**config.mk**
```make
export PLATFORM = sky130hd
export DESIGN_NAME = linear_interp_upsampler_flat
export DESIGN_NICKNAME = d
export VERILOG_FILES = /design/src/rtl/ipu_pkg.sv /design/src/rtl/ipu_req_if.sv /design/src/rtl/ipu_rsp_if.sv /design/src/rtl/ipu_div.sv /design/src/rtl/ipu_dp.sv /design/src/rtl/ipu_ctrl.sv /design/src/rtl/linear_interp_upsampler.sv /design/src/flat_wrapper.sv
export SDC_FILE = /design/constraint.sdc
export NUM_CORES = 1
export LEC_CHECK = 0
export ABC_CLOCK_PERIOD_IN_PS = 7200
export BUFFER_PORTS_ARGS = -buffer_cell sky130_fd_sc_hd__buf_2
export CORE_ASPECT_RATIO = 0.7
export CORE_UTILIZATION = 50
export CTS_BUF_LIST = sky130_fd_sc_hd__clkbuf_4 sky130_fd_sc_hd__clkbuf_8
export DETAILED_ROUTE_END_ITERATION = 10
export HOLD_SLACK_MARGIN = 0.02
export PLACE_DENSITY_LB_ADDON = 0.3
export SYNTH_ARGS = -nofsm -noshare
export SYNTH_HDL_FRONTEND = slang
export SYNTH_HIERARCHICAL = 1
export SYNTH_SLANG_ARGS = --single-unit
```
**constraint.sdc**
```tcl
create_clock -name clock -period 7.2 [get_ports clock]
set_clock_uncertainty 0.05 [all_clocks]
set_input_delay 0.36 -clock clock [delete_from_list [all_inputs] [get_ports clock]]
set_output_delay 0.36 -clock clock [all_outputs]
set_load 0.1 [all_outputs]
```
**src/rtl/ipu_pkg.sv**
```systemverilog
// Package for the linear interpolation upsampler.
// Holds register widths, register indexes, reset values and the command and
// status structs between the controller and the datapath. No dependencies.
package ipu_pkg;

   localparam int DEFAULT_MAX_CHANNELS = 2;
   localparam int DEFAULT_SAMPLE_BITS = 16;

   localparam int FACTOR_W = 6;
   localparam int CHAN_W = 2;
   localparam int CSR_INDEX_W = 1;
   localparam int CSR_DATA_W = 6;

   localparam logic [CSR_INDEX_W-1:0] CSR_FACTOR = 1'd0;
   localparam logic [CSR_INDEX_W-1:0] CSR_CHANNELS = 1'd1;

   localparam logic [FACTOR_W-1:0] FACTOR_RESET = 6'd1;
   localparam logic [CHAN_W-1:0] CHANNELS_RESET = 2'd2;

   typedef struct packed {
      logic load;        // input word accepted: capture it and start the dividers
      logic step;        // emit one interpolated word and advance
      logic emit_final;  // emit the current frame itself
      logic tag_last;    // mark the emitted word as the last of its run
   } cmd_type;

   typedef struct packed {
      logic div_busy;    // dividers still iterating
      logic last_step;   // step counter is at factor - 1
      logic can_load;    // output register can take a word this cycle
   } status_type;

endpackage

```
**src/rtl/ipu_req_if.sv**
```systemverilog
// Request channel of the upsampler: one input frame per word.
// Depends on nothing; the sample width is a parameter.
interface ipu_req_if #(
   parameter int SAMPLE_BITS = 16
);
   logic                          valid;
   logic                          ready;
   logic signed [SAMPLE_BITS-1:0] left_sample;
   logic signed [SAMPLE_BITS-1:0] right_sample;
   logic                          first_frame;
   logic                          last_frame;

   modport source (
      output valid, left_sample, right_sample, first_frame, last_frame,
      input  ready
   );
   modport sink (
      input  valid, left_sample, right_sample, first_frame, last_frame,
      output ready
   );
endinterface

```
**src/rtl/ipu_rsp_if.sv**
```systemverilog
// Response channel of the upsampler: one output frame per word.
// Depends on nothing; the sample width is a parameter.
interface ipu_rsp_if #(
   parameter int SAMPLE_BITS = 16
);
   logic                          valid;
   logic                          ready;
   logic signed [SAMPLE_BITS-1:0] left_out;
   logic signed [SAMPLE_BITS-1:0] right_out;
   logic                          last_of_run;

   modport source (
      output valid, left_out, right_out, last_of_run,
      input  ready
   );
   modport sink (
      input  valid, left_out, right_out, last_of_run,
      output ready
   );
endinterface

```
**src/rtl/ipu_div.sv**
```systemverilog
// Restoring divider, one quotient bit per cycle.
// Used by the upsampler datapath once per channel; no package dependencies.
module ipu_div #(
   parameter int DIVIDEND_W = 16,
   parameter int DIVISOR_W = 6
) (
   input  logic                  clock,
   input  logic                  reset,
   input  logic                  start,
   input  logic [DIVIDEND_W-1:0] dividend,
   input  logic [DIVISOR_W-1:0]  divisor,
   output logic [DIVIDEND_W-1:0] quotient,
   output logic [DIVISOR_W-1:0]  remainder,
   output logic                  busy
);

   localparam int CNT_W = $clog2(DIVIDEND_W + 1);

   logic [CNT_W-1:0]      count_ff, count_in;
   logic [DIVIDEND_W-1:0] quo_ff, quo_in;
   logic [DIVISOR_W-1:0]  rem_ff, rem_in;
   logic [DIVISOR_W:0]    trial;
   logic [DIVISOR_W:0]    trial_sub;
   logic                  fits;

   always_comb begin
      trial = {rem_ff, quo_ff[DIVIDEND_W-1]};
      trial_sub = trial - {1'b0, divisor};
      fits = (trial >= {1'b0, divisor});
      count_in = count_ff;
      quo_in = quo_ff;
      rem_in = rem_ff;
      if (start) begin
         count_in = CNT_W'(DIVIDEND_W);
         quo_in = dividend;
         rem_in = '0;
      end else if (count_ff != '0) begin
         count_in = count_ff - CNT_W'(1);
         quo_in = {quo_ff[DIVIDEND_W-2:0], fits};
         // The partial remainder stays below the divisor, so the trial is
         // below twice the divisor and one subtraction settles it.
         rem_in = fits ? trial_sub[DIVISOR_W-1:0] : trial[DIVISOR_W-1:0];
      end
   end

   always_ff @(posedge clock) begin
      if (reset) begin
         count_ff <= '0;
      end else begin
         count_ff <= count_in;
      end
   end

   always_ff @(posedge clock) begin
      quo_ff <= quo_in;
      rem_ff <= rem_in;
   end

   assign quotient = quo_ff;
   assign remainder = rem_ff;
   assign busy = (count_ff != '0);

endmodule

```
**src/rtl/ipu_dp.sv**
```systemverilog
// Datapath of the upsampler: configuration registers, frame registers, one
// divider and one step accumulator per channel, step counter, output register.
// Depends on ipu_pkg and ipu_div.
module ipu_dp #(
   parameter int MAX_CHANNELS = 2,
   parameter int SAMPLE_BITS = 16
) (
   input  logic                                clock,
   input  logic                                reset,
   input  logic                                csr_write_enable,
   input  logic [ipu_pkg::CSR_INDEX_W-1:0]     csr_index,
   input  logic [ipu_pkg::CSR_DATA_W-1:0]      csr_write_data,
   input  ipu_pkg::cmd_type                    cmd,
   output ipu_pkg::status_type                 status,
   input  logic signed [SAMPLE_BITS-1:0]       left_sample,
   input  logic signed [SAMPLE_BITS-1:0]       right_sample,
   input  logic                                rsp_ready,
   output logic                                rsp_valid,
   output logic signed [SAMPLE_BITS-1:0]       left_out,
   output logic signed [SAMPLE_BITS-1:0]       right_out,
   output logic                                last_of_run
);

   localparam int FW = ipu_pkg::FACTOR_W;
   localparam int CW = ipu_pkg::CHAN_W;
   localparam int SB = SAMPLE_BITS;
   localparam int LANES = MAX_CHANNELS;

   logic [FW-1:0] factor_ff, factor_in;
   logic [CW-1:0] chan_ff, chan_in;
   logic [FW-1:0] factor_eff;
   logic          two_ch;

   logic [FW-1:0] k_ff, k_in;

   logic signed [SB-1:0] sample_in [LANES];
   logic signed [SB-1:0] cur_ff    [LANES];
   logic signed [SB-1:0] base_ff   [LANES];
   logic signed [SB-1:0] interp    [LANES];
   logic [LANES-1:0]     busy;

   logic                 out_valid_ff, out_valid_in;
   logic signed [SB-1:0] left_ff, left_in;
   logic signed [SB-1:0] right_ff, right_in;
   logic                 tag_ff, tag_in;
   logic                 out_load;

   // Configuration registers.
   always_comb begin
      factor_in = factor_ff;
      chan_in = chan_ff;
      if (csr_write_enable) begin
         unique case (csr_index)
            ipu_pkg::CSR_FACTOR:   factor_in = csr_write_data[FW-1:0];
            ipu_pkg::CSR_CHANNELS: chan_in = csr_write_data[CW-1:0];
         endcase
      end
   end

   always_ff @(posedge clock) begin
      if (reset) begin
         factor_ff <= ipu_pkg::FACTOR_RESET;
         chan_ff <= ipu_pkg::CHANNELS_RESET;
      end else begin
         factor_ff <= factor_in;
         chan_ff <= chan_in;
      end
   end

   // A factor of zero counts as one; channel counts above two clamp to two.
   assign factor_eff = (factor_ff == '0) ? FW'(1) : factor_ff;
   assign two_ch = (MAX_CHANNELS > 1) && (chan_ff >= CW'(2));

   assign sample_in[0] = left_sample;
   if (LANES > 1) begin : g_right_in
      assign sample_in[LANES-1] = right_sample;
   end

   for (genvar i = 0; i < LANES; i++) begin : g_lane
      logic signed [SB:0]   diff;
      logic [SB:0]          mag;
      logic [SB-1:0]        quo;
      logic [FW-1:0]        rem;
      logic                 neg_ff, neg_in;
      logic [SB-1:0]        q_ff, q_in;
      logic [FW-1:0]        r_ff, r_in;
      logic [FW:0]          r_sum;
      logic [FW:0]          r_sub;
      logic                 wrap;
      logic signed [SB:0]   delta;
      logic signed [SB:0]   value;
      logic signed [SB-1:0] cur_in;
      logic signed [SB-1:0] base_in;

      assign diff = {sample_in[i][SB-1], sample_in[i]} - {cur_ff[i][SB-1], cur_ff[i]};
      assign mag = diff[SB] ? (-diff) : diff;

      ipu_div #(
         .DIVIDEND_W(SB),
         .DIVISOR_W (FW)
      ) u_div (
         .clock    (clock),
         .reset    (reset),
         .start    (cmd.load),
         .dividend (mag[SB-1:0]),
         .divisor  (factor_eff),
         .quotient (quo),
         .remainder(rem),
         .busy     (busy[i])
      );

      // |diff| * k = q * factor + r is kept by adding the quotient and
      // remainder of |diff| / factor at each step, with one carry.
      always_comb begin
         r_sum = {1'b0, r_ff} + {1'b0, rem};
         r_sub = r_sum - {1'b0, factor_eff};
         wrap = (r_sum >= {1'b0, factor_eff});
         delta = neg_ff ? -$signed({1'b0, q_ff}) : $signed({1'b0, q_ff});
         value = {base_ff[i][SB-1], base_ff[i]} + delta;
         interp[i] = value[SB-1:0];

         cur_in = cur_ff[i];
         base_in = base_ff[i];
         neg_in = neg_ff;
         q_in = q_ff;
         r_in = r_ff;
         if (cmd.load) begin
            cur_in = sample_in[i];
            base_in = cur_ff[i];
            neg_in = diff[SB];
            q_in = '0;
            r_in = '0;
         end else if (cmd.step) begin
            q_in = q_ff + quo + SB'(wrap);
            r_in = wrap ? r_sub[FW-1:0] : r_sum[FW-1:0];
         end
      end

      always_ff @(posedge clock) begin
         if (reset) begin
            cur_ff[i] <= '0;
         end else begin
            cur_ff[i] <= cur_in;
         end
      end

      always_ff @(posedge clock) begin
         base_ff[i] <= base_in;
         neg_ff <= neg_in;
         q_ff <= q_in;
         r_ff <= r_in;
      end
   end

   // Step counter k.
   always_comb begin
      k_in = k_ff;
      if (cmd.load) begin
         k_in = '0;
      end else if (cmd.step) begin
         k_in = k_ff + FW'(1);
      end
   end

   always_ff @(posedge clock) begin
      k_ff <= k_in;
   end

   // Output register; it takes a new word when it is empty or the old one leaves.
   assign out_load = cmd.step | cmd.emit_final;

   always_comb begin
      out_valid_in = out_load | (out_valid_ff & ~rsp_ready);
      left_in = left_ff;
      right_in = right_ff;
      tag_in = tag_ff;
      if (out_load) begin
         left_in = cmd.emit_final ? cur_ff[0] : interp[0];
         right_in = '0;
         if (two_ch) begin
            right_in = cmd.emit_final ? cur_ff[LANES-1] : interp[LANES-1];
         end
         tag_in = cmd.tag_last;
      end
   end

   always_ff @(posedge clock) begin
      if (reset) begin
         out_valid_ff <= 1'b0;
      end else begin
         out_valid_ff <= out_valid_in;
      end
   end

   always_ff @(posedge clock) begin
      left_ff <= left_in;
      right_ff <= right_in;
      tag_ff <= tag_in;
   end

   assign status.div_busy = |busy;
   assign status.last_step = (k_ff == (factor_eff - FW'(1)));
   assign status.can_load = ~out_valid_ff | rsp_ready;

   assign rsp_valid = out_valid_ff;
   assign left_out = left_ff;
   assign right_out = right_ff;
   assign last_of_run = tag_ff;

endmodule

```
**src/rtl/ipu_ctrl.sv**
```systemverilog
// Controller of the upsampler: sequences accept, divide, interpolation steps
// and the final word. Depends on ipu_pkg for the command and status structs.
module ipu_ctrl (
   input  logic                clock,
   input  logic                reset,
   input  logic                req_valid,
   input  logic                req_first,
   input  logic                req_last,
   output logic                req_ready,
   input  ipu_pkg::status_type status,
   output ipu_pkg::cmd_type    cmd
);

   localparam logic [1:0] ST_IDLE  = 2'd0;
   localparam logic [1:0] ST_DIV   = 2'd1;
   localparam logic [1:0] ST_STEP  = 2'd2;
   localparam logic [1:0] ST_FINAL = 2'd3;

   logic [1:0] state_ff, state_in;
   logic       last_ff, last_in;

   always_comb begin
      cmd = '0;
      state_in = state_ff;
      last_in = last_ff;
      req_ready = (state_ff == ST_IDLE);
      unique case (state_ff)
         ST_IDLE: begin
            if (req_valid) begin
               cmd.load = 1'b1;
               last_in = req_last;
               // A first frame only primes the history; it may still be last.
               if (req_first) begin
                  state_in = req_last ? ST_FINAL : ST_IDLE;
               end else begin
                  state_in = ST_DIV;
               end
            end
         end
         ST_DIV: begin
            if (!status.div_busy) begin
               state_in = ST_STEP;
            end
         end
         ST_STEP: begin
            if (status.can_load) begin
               cmd.step = 1'b1;
               cmd.tag_last = ~last_ff & status.last_step;
               if (status.last_step) begin
                  state_in = last_ff ? ST_FINAL : ST_IDLE;
               end
            end
         end
         ST_FINAL: begin
            if (status.can_load) begin
               cmd.emit_final = 1'b1;
               cmd.tag_last = 1'b1;
               state_in = ST_IDLE;
            end
         end
      endcase
   end

   always_ff @(posedge clock) begin
      if (reset) begin
         state_ff <= ST_IDLE;
         last_ff <= 1'b0;
      end else begin
         state_ff <= state_in;
         last_ff <= last_in;
      end
   end

endmodule

```
**src/rtl/linear_interp_upsampler.sv**
```systemverilog
// Linear interpolation upsampler, top level.
// Input words on req_ch carry one frame (left and right sample plus the
// first_frame and last_frame marks); output words on rsp_ch carry one frame
// and last_of_run. Both channels move a word when valid and ready are high.
// The csr_ port writes the interpolation factor (index 0) and the channel count (index 1).
// A frame that is not first yields factor interpolated words between
// the stored frame and itself; a last frame adds itself as one more word.
// Per input word: the block accepts it, divides the frame difference by the
// factor bit-serially, then emits the interpolated words in order.
// The single output register sets one word per cycle while the receiver
// keeps ready high. Input is taken again once the last word sits in the output
// register, even if the receiver has not taken it.
// When the receiver stalls, the output register holds its word and the block
// waits. Reset clears the stored frame to zero, the factor to one and the
// channel count to two, and empties the output register.
// Depends on ipu_pkg, ipu_req_if, ipu_rsp_if, ipu_div, ipu_dp and ipu_ctrl.
module linear_interp_upsampler #(
   parameter int MAX_CHANNELS = ipu_pkg::DEFAULT_MAX_CHANNELS,
   parameter int SAMPLE_BITS = ipu_pkg::DEFAULT_SAMPLE_BITS
) (
   input  logic                            clock,
   input  logic                            reset,
   ipu_req_if.sink                         req_ch,
   ipu_rsp_if.source                       rsp_ch,
   input  logic                            csr_write_enable,
   input  logic [ipu_pkg::CSR_INDEX_W-1:0] csr_index,
   input  logic [ipu_pkg::CSR_DATA_W-1:0]  csr_write_data
);

   ipu_pkg::cmd_type    cmd;
   ipu_pkg::status_type status;
   logic                req_ready;

   ipu_ctrl u_ctrl (
      .clock    (clock),
      .reset    (reset),
      .req_valid(req_ch.valid),
      .req_first(req_ch.first_frame),
      .req_last (req_ch.last_frame),
      .req_ready(req_ready),
      .status   (status),
      .cmd      (cmd)
   );

   ipu_dp #(
      .MAX_CHANNELS(MAX_CHANNELS),
      .SAMPLE_BITS (SAMPLE_BITS)
   ) u_dp (
      .clock           (clock),
      .reset           (reset),
      .csr_write_enable(csr_write_enable),
      .csr_index       (csr_index),
      .csr_write_data  (csr_write_data),
      .cmd             (cmd),
      .status          (status),
      .left_sample     (req_ch.left_sample),
      .right_sample    (req_ch.right_sample),
      .rsp_ready       (rsp_ch.ready),
      .rsp_valid       (rsp_ch.valid),
      .left_out        (rsp_ch.left_out),
      .right_out       (rsp_ch.right_out),
      .last_of_run     (rsp_ch.last_of_run)
   );

   assign req_ch.ready = req_ready;

`ifndef SYNTHESIS
   // A first frame that is not also last produces nothing, so the block is
   // ready again right away.
   a_first_only_ready: assert property (@(posedge clock) disable iff (reset)
      (req_ch.valid && req_ch.ready && req_ch.first_frame && !req_ch.last_frame)
      |=> req_ch.ready)
      else $error("block not ready after a first frame");

   // Any other interval starts the dividers and blocks the input.
   a_interval_divides: assert property (@(posedge clock) disable iff (reset)
      (req_ch.valid && req_ch.ready && !req_ch.first_frame)
      |=> (status.div_busy && !req_ch.ready))
      else $error("divider not started for an interval");

   // The controller only emits a word when the output register has room.
   a_emit_has_room: assert property (@(posedge clock) disable iff (reset)
      (cmd.step || cmd.emit_final) |-> status.can_load)
      else $error("word emitted into a full output register");
`endif

endmodule

```
**src/flat_wrapper.sv**
```systemverilog
// flat-port wrapper written by rule: the top's interface ports become plain ports
module linear_interp_upsampler_flat 
#(
   parameter int MAX_CHANNELS = ipu_pkg::DEFAULT_MAX_CHANNELS,
   parameter int SAMPLE_BITS = ipu_pkg::DEFAULT_SAMPLE_BITS
)
  (clock, reset, csr_write_enable, csr_index, csr_write_data, req_ch_valid, req_ch_left_sample, req_ch_right_sample, req_ch_first_frame, req_ch_last_frame, req_ch_ready, rsp_ch_valid, rsp_ch_left_out, rsp_ch_right_out, rsp_ch_last_of_run, rsp_ch_ready);
  ipu_req_if #(.SAMPLE_BITS(SAMPLE_BITS)) req_ch_i ();
  ipu_rsp_if #(.SAMPLE_BITS(SAMPLE_BITS)) rsp_ch_i ();
  input  logic clock;
  input  logic reset;
  input  logic csr_write_enable;
  input  logic [ipu_pkg::CSR_INDEX_W-1:0] csr_index;
  input  logic [ipu_pkg::CSR_DATA_W-1:0] csr_write_data;
  input wire logic [$bits(req_ch_i.valid)-1:0] req_ch_valid;
  input wire logic [$bits(req_ch_i.left_sample)-1:0] req_ch_left_sample;
  input wire logic [$bits(req_ch_i.right_sample)-1:0] req_ch_right_sample;
  input wire logic [$bits(req_ch_i.first_frame)-1:0] req_ch_first_frame;
  input wire logic [$bits(req_ch_i.last_frame)-1:0] req_ch_last_frame;
  output wire logic [$bits(req_ch_i.ready)-1:0] req_ch_ready;
  output wire logic [$bits(rsp_ch_i.valid)-1:0] rsp_ch_valid;
  output wire logic [$bits(rsp_ch_i.left_out)-1:0] rsp_ch_left_out;
  output wire logic [$bits(rsp_ch_i.right_out)-1:0] rsp_ch_right_out;
  output wire logic [$bits(rsp_ch_i.last_of_run)-1:0] rsp_ch_last_of_run;
  input wire logic [$bits(rsp_ch_i.ready)-1:0] rsp_ch_ready;
  assign req_ch_i.valid = req_ch_valid;
  assign req_ch_i.left_sample = req_ch_left_sample;
  assign req_ch_i.right_sample = req_ch_right_sample;
  assign req_ch_i.first_frame = req_ch_first_frame;
  assign req_ch_i.last_frame = req_ch_last_frame;
  assign req_ch_ready = req_ch_i.ready;
  assign rsp_ch_valid = rsp_ch_i.valid;
  assign rsp_ch_left_out = rsp_ch_i.left_out;
  assign rsp_ch_right_out = rsp_ch_i.right_out;
  assign rsp_ch_last_of_run = rsp_ch_i.last_of_run;
  assign rsp_ch_i.ready = rsp_ch_ready;
  linear_interp_upsampler #(.MAX_CHANNELS(MAX_CHANNELS), .SAMPLE_BITS(SAMPLE_BITS)) u_core (.clock(clock), .reset(reset), .req_ch(req_ch_i), .rsp_ch(rsp_ch_i), .csr_write_enable(csr_write_enable), .csr_index(csr_index), .csr_write_data(csr_write_data));
endmodule
```
==> qor.yml <==
routing:
  drtIter0Drc: 1031
  ant_nets: 0
  top_layer: "met4"
  wl_met2_microns: 15300
  routed_wl_microns: 37900
  met1_length_microns: 19600
  drc: 0
  wl_met3_microns: 2340
  routedWlPerCell_microns: 16.9
  viasPerCell: 5.63
  vias: 12600
  dr.pass1.iters: 5
placement:
  io_buffers: 80
  gp_congestion: 0.871
  place_inst: 2151
  dpl.hpwl_microns: 28000
floorplan:
  row_count: 53
  ios: 81
  coreArea_sq_mm: 0.0302
  die_w_microns: 212
  dieHeight_microns: 149
  die_area_sq_mm: 0.0317
  initial_core_util_pct: 51.2
yosys:
  yosys.area.top_type: "edfxtp_1"
  synth_most_common_cell: "nor2_1"
  postSynthAreaPerCell_sq_um: 9.11
  syn_inst: 1700
  async_reset_ff_share_pct: 0
  synth.cell_area_sq_mm: 0.0155
  syn_nets: 1896
  synth_edf_count: 99
  ys_seq_area_share_pct: 34.1
  yosysTopAreaCellShare_pct: 19.2
  ys_seq_elements: 214
  yosysWarnings: 6
  netlist_top_cells_area: "edfxtp_1 19%, dfxtp_1 15%, ha_1 11%"
  synth_common_cells: "175 x nor2_1, 136 x ha_1, 121 x inv_1"
  netlist-cell-type-count: 83
  synth_ff_type: "dfxtp_1"
worst_setup_path:
  ff2ff_path_depth: 21
  critPathSlowestCell: "o21bai_1"
  critical_path_class: "flop to flop"
  cp-start-kind: "flop"
  crit_buf_inv: 2
  reg2reg_to: "u_core/u_dp/g_lane[0].q_ff[14]"
  cp.required_ns: 7.58
  crit_chain: "inv_1, nand4_1, o21bai_1, ha_1, nor2b_1, o21ai_0, a21boi_0, o21ai_0, nand3b_1, a21oi_1, inv_1, fa_1, fa_1, a21o_1, a21oi_1, o21bai_1, a211oi_1, nor3_1, nor3_1, o31ai_1, a221o_1"
  rr_startpoint: "u_core/u_dp/factor_ff[1]"
  arrival_ns: 6.39
  critical-path-top-delay-family: "compound AO/OA/AOI/OAI gates"
  critPathCaptureType: "flop"
  slowest_delay_ns: 0.62
  r2r_setup_slack_ns: 1.19
  cp_max_fo: 8
final_layout:
  fin_cells: 2240
  num_antenna_cells: 0
  fillers: 2715
  nets: 1996
  drive_gt1_share_pct: 12.5
  syn2layout_area_growth_pct: 11.6
  multi_input_area_sq_mm: 0.00954
  regArea_sq_mm: 0.00528
  finish.utilization_pct: 57.1
min_path:
  hold_end: "u_core/u_dp/cur_ff[0][12]"
  worstHoldStart: "req_ch_left_sample[12]"
  worstHoldPathType: "input pin to flop"
  hold_depth: 3
job:
  drv_cap: 0
grt:
  grt_pass1_vias: 12000
  grt_pass1_wl_microns: 61100
  antenna_found_initial: 0
  grtUsageTotal_pct: 24.2
  grt_overflow: 0
  grt_max_degree: 78
timing:
  clock.fmax_ghz: 0.167
  tightest_slew_ns: 1.13
  finalSetupViolations: 0
  rsz0062_at_grt: "no"
  finalHoldViolCount: 0
  setup_tns_ns: 0
  final_max_slew_viol_count: 0
  post-route-min-period_ns: 6.01
  period_share_pct: 83.4
  slew_headroom_pct: 24.7
run_status:
  status: "finished, final reports clean"
clock_tree:
  post_cts_buffers: 0
  clk_path_buf_depth: 3
  cts_root_buf: "clkbuf_8"
  cts_made_buffers: 38
  cts_sinks: 214
  clk_latency_ns: 0.55
  cts_tree: "yes"
  cts.htree.levels: 2
  cts_resized: 0
  clk_pin_slew_worst_paths_ns: 0.06
registers in the layout, indices dropped and copies added (netlist names), 2 cells and up:
signal,count
u_core/u_ctrl/state_ff,2
u_core/u_dp/base_ff,32
u_core/u_dp/cur_ff,32
u_core/u_dp/factor_ff,6
u_core/u_dp/g_lane.neg_ff,2
u_core/u_dp/g_lane.q_ff,32
u_core/u_dp/g_lane.r_ff,12
u_core/u_dp/g_lane.u_div/count_ff,10
u_core/u_dp/g_lane.u_div/quotient,32
u_core/u_dp/g_lane.u_div/remainder,12
u_core/u_dp/k_ff,6
u_core/u_dp/left_out,16
u_core/u_dp/right_out,16
kinds of logic after synthesis:
family | after synthesis | share of synthesized area (%)
AND/OR/NAND/NOR | 531 | 17.0
AO/OA/AOI/OAI | 368 | 15.7
flip-flops | 214 | 34.1
buffers and inverters | 175 | 4.36
XOR/XNOR | 154 | 8.76
adder cells (fa/ha/maj) | 150 | 12.8
multiplexers | 108 | 7.30
cell type report:
type                       instances  area share (%)
sequential                       214            30.6
multi-input combinational       1311            55.3
tap                              412            2.99
clock inverter                     9           0.261
timing repair buffer             111            3.97
clock buffer                      59            4.27
inverter                         124            2.70
timing repair:
| action | in CTS | in global routing |
|---|---|---|
| endpoints found under the setup margin | 0 | 0 |
| endpoints found under the hold margin | 21 | 0 |
| hold buffers | 21 | 0 |
layer usage:
metal	up-vias	GRT usage [%]
li1	6297	-
met1	5900	37.2
met2	363	35.3
met3	55	3.60
met4	0	5.79
met5	-	0
stage by stage:
stage	hold WS [ns]	setup slack [ns]	cell area, sq um
after floorplan	0.379	2.01	15500
after global placement	0.389	1.40	16300
after detailed placement	0.399	1.20	16300
after CTS	0.0207	1.15	17300
after global routing	0.0392	0.457	17300
final	0.0441	1.19	17300
worst register-to-register path: stages (launching register included):
cell and delay, ns:
dfxtp_1 0.38, inv_1 0.28, nand4_1 0.21, o21bai_1 0.62, ha_1 0.29, nor2b_1 0.06
o21ai_0 0.21, a21boi_0 0.16, o21ai_0 0.23, nand3b_1 0.11, a21oi_1 0.59, inv_1 0.18
fa_1 0.44, fa_1 0.41, a21o_1 0.17, a21oi_1 0.21, o21bai_1 0.11, a211oi_1 0.32
nor3_1 0.13, nor3_1 0.30, o31ai_1 0.15, a221o_1 0.29
cell usage in the layout (no fill, tap or decap), types with 8 or more instances in the layout:
| cell | instances |
|---|---|
| a211o_1 | 15 |
| a211oi_1 | 26 |
| a21o_1 | 24 |
| a21oi_1 | 100 |
| a31oi_1 | 15 |
| and2_1 | 15 |
| and3_1 | 15 |
| buf_2 | 80 |
| buf_4 | 10 |
| clkbuf_4 | 12 |
| clkbuf_8 | 47 |
| dfxtp_1 | 115 |
| dlygate4sd3_1 | 21 |
| edfxtp_1 | 99 |
| fa_1 | 14 |
| ha_1 | 136 |
| inv_1 | 121 |
| mux2_2 | 38 |
| mux2i_1 | 69 |
| nand2_1 | 102 |
| nand2b_1 | 27 |
| nand3_1 | 32 |
| nand3b_1 | 11 |
| nor2_1 | 174 |
| nor2b_1 | 31 |
| nor3_1 | 43 |
| nor3b_1 | 10 |
| nor4_1 | 15 |
| o211ai_1 | 8 |
| o21ai_0 | 76 |
| o21bai_1 | 15 |
| o31ai_1 | 14 |
| or2_2 | 12 |
| or3_1 | 15 |
| xnor2_1 | 111 |
| xor2_1 | 42 |
worst max-delay path by stage:
| stage | startpoint | to | slack, ns | cells after the start |
|---|---|---|---|---|
| after floorplan | u_core/u_dp/g_lane[0].u_div/remainder[0] | u_core/u_dp/g_lane[0].q_ff[14] | 2.01 | 22 |
| after global placement | u_core/u_dp/factor_ff[1] | u_core/u_dp/g_lane[0].q_ff[14] | 1.40 | 21 |
| after detailed placement | u_core/u_dp/factor_ff[1] | u_core/u_dp/g_lane[0].q_ff[14] | 1.20 | 21 |
| after CTS | u_core/u_dp/factor_ff[1] | u_core/u_dp/g_lane[0].q_ff[14] | 1.15 | 21 |
| after global routing | u_core/u_dp/factor_ff[1] | u_core/u_dp/g_lane[0].q_ff[14] | 0.46 | 21 |
| final | u_core/u_dp/factor_ff[1] | u_core/u_dp/g_lane[0].q_ff[14] | 1.19 | 21 |
Power is not shown: default switching activity piles up to over one toggle a cycle in this logic, so the estimate is an artifact.
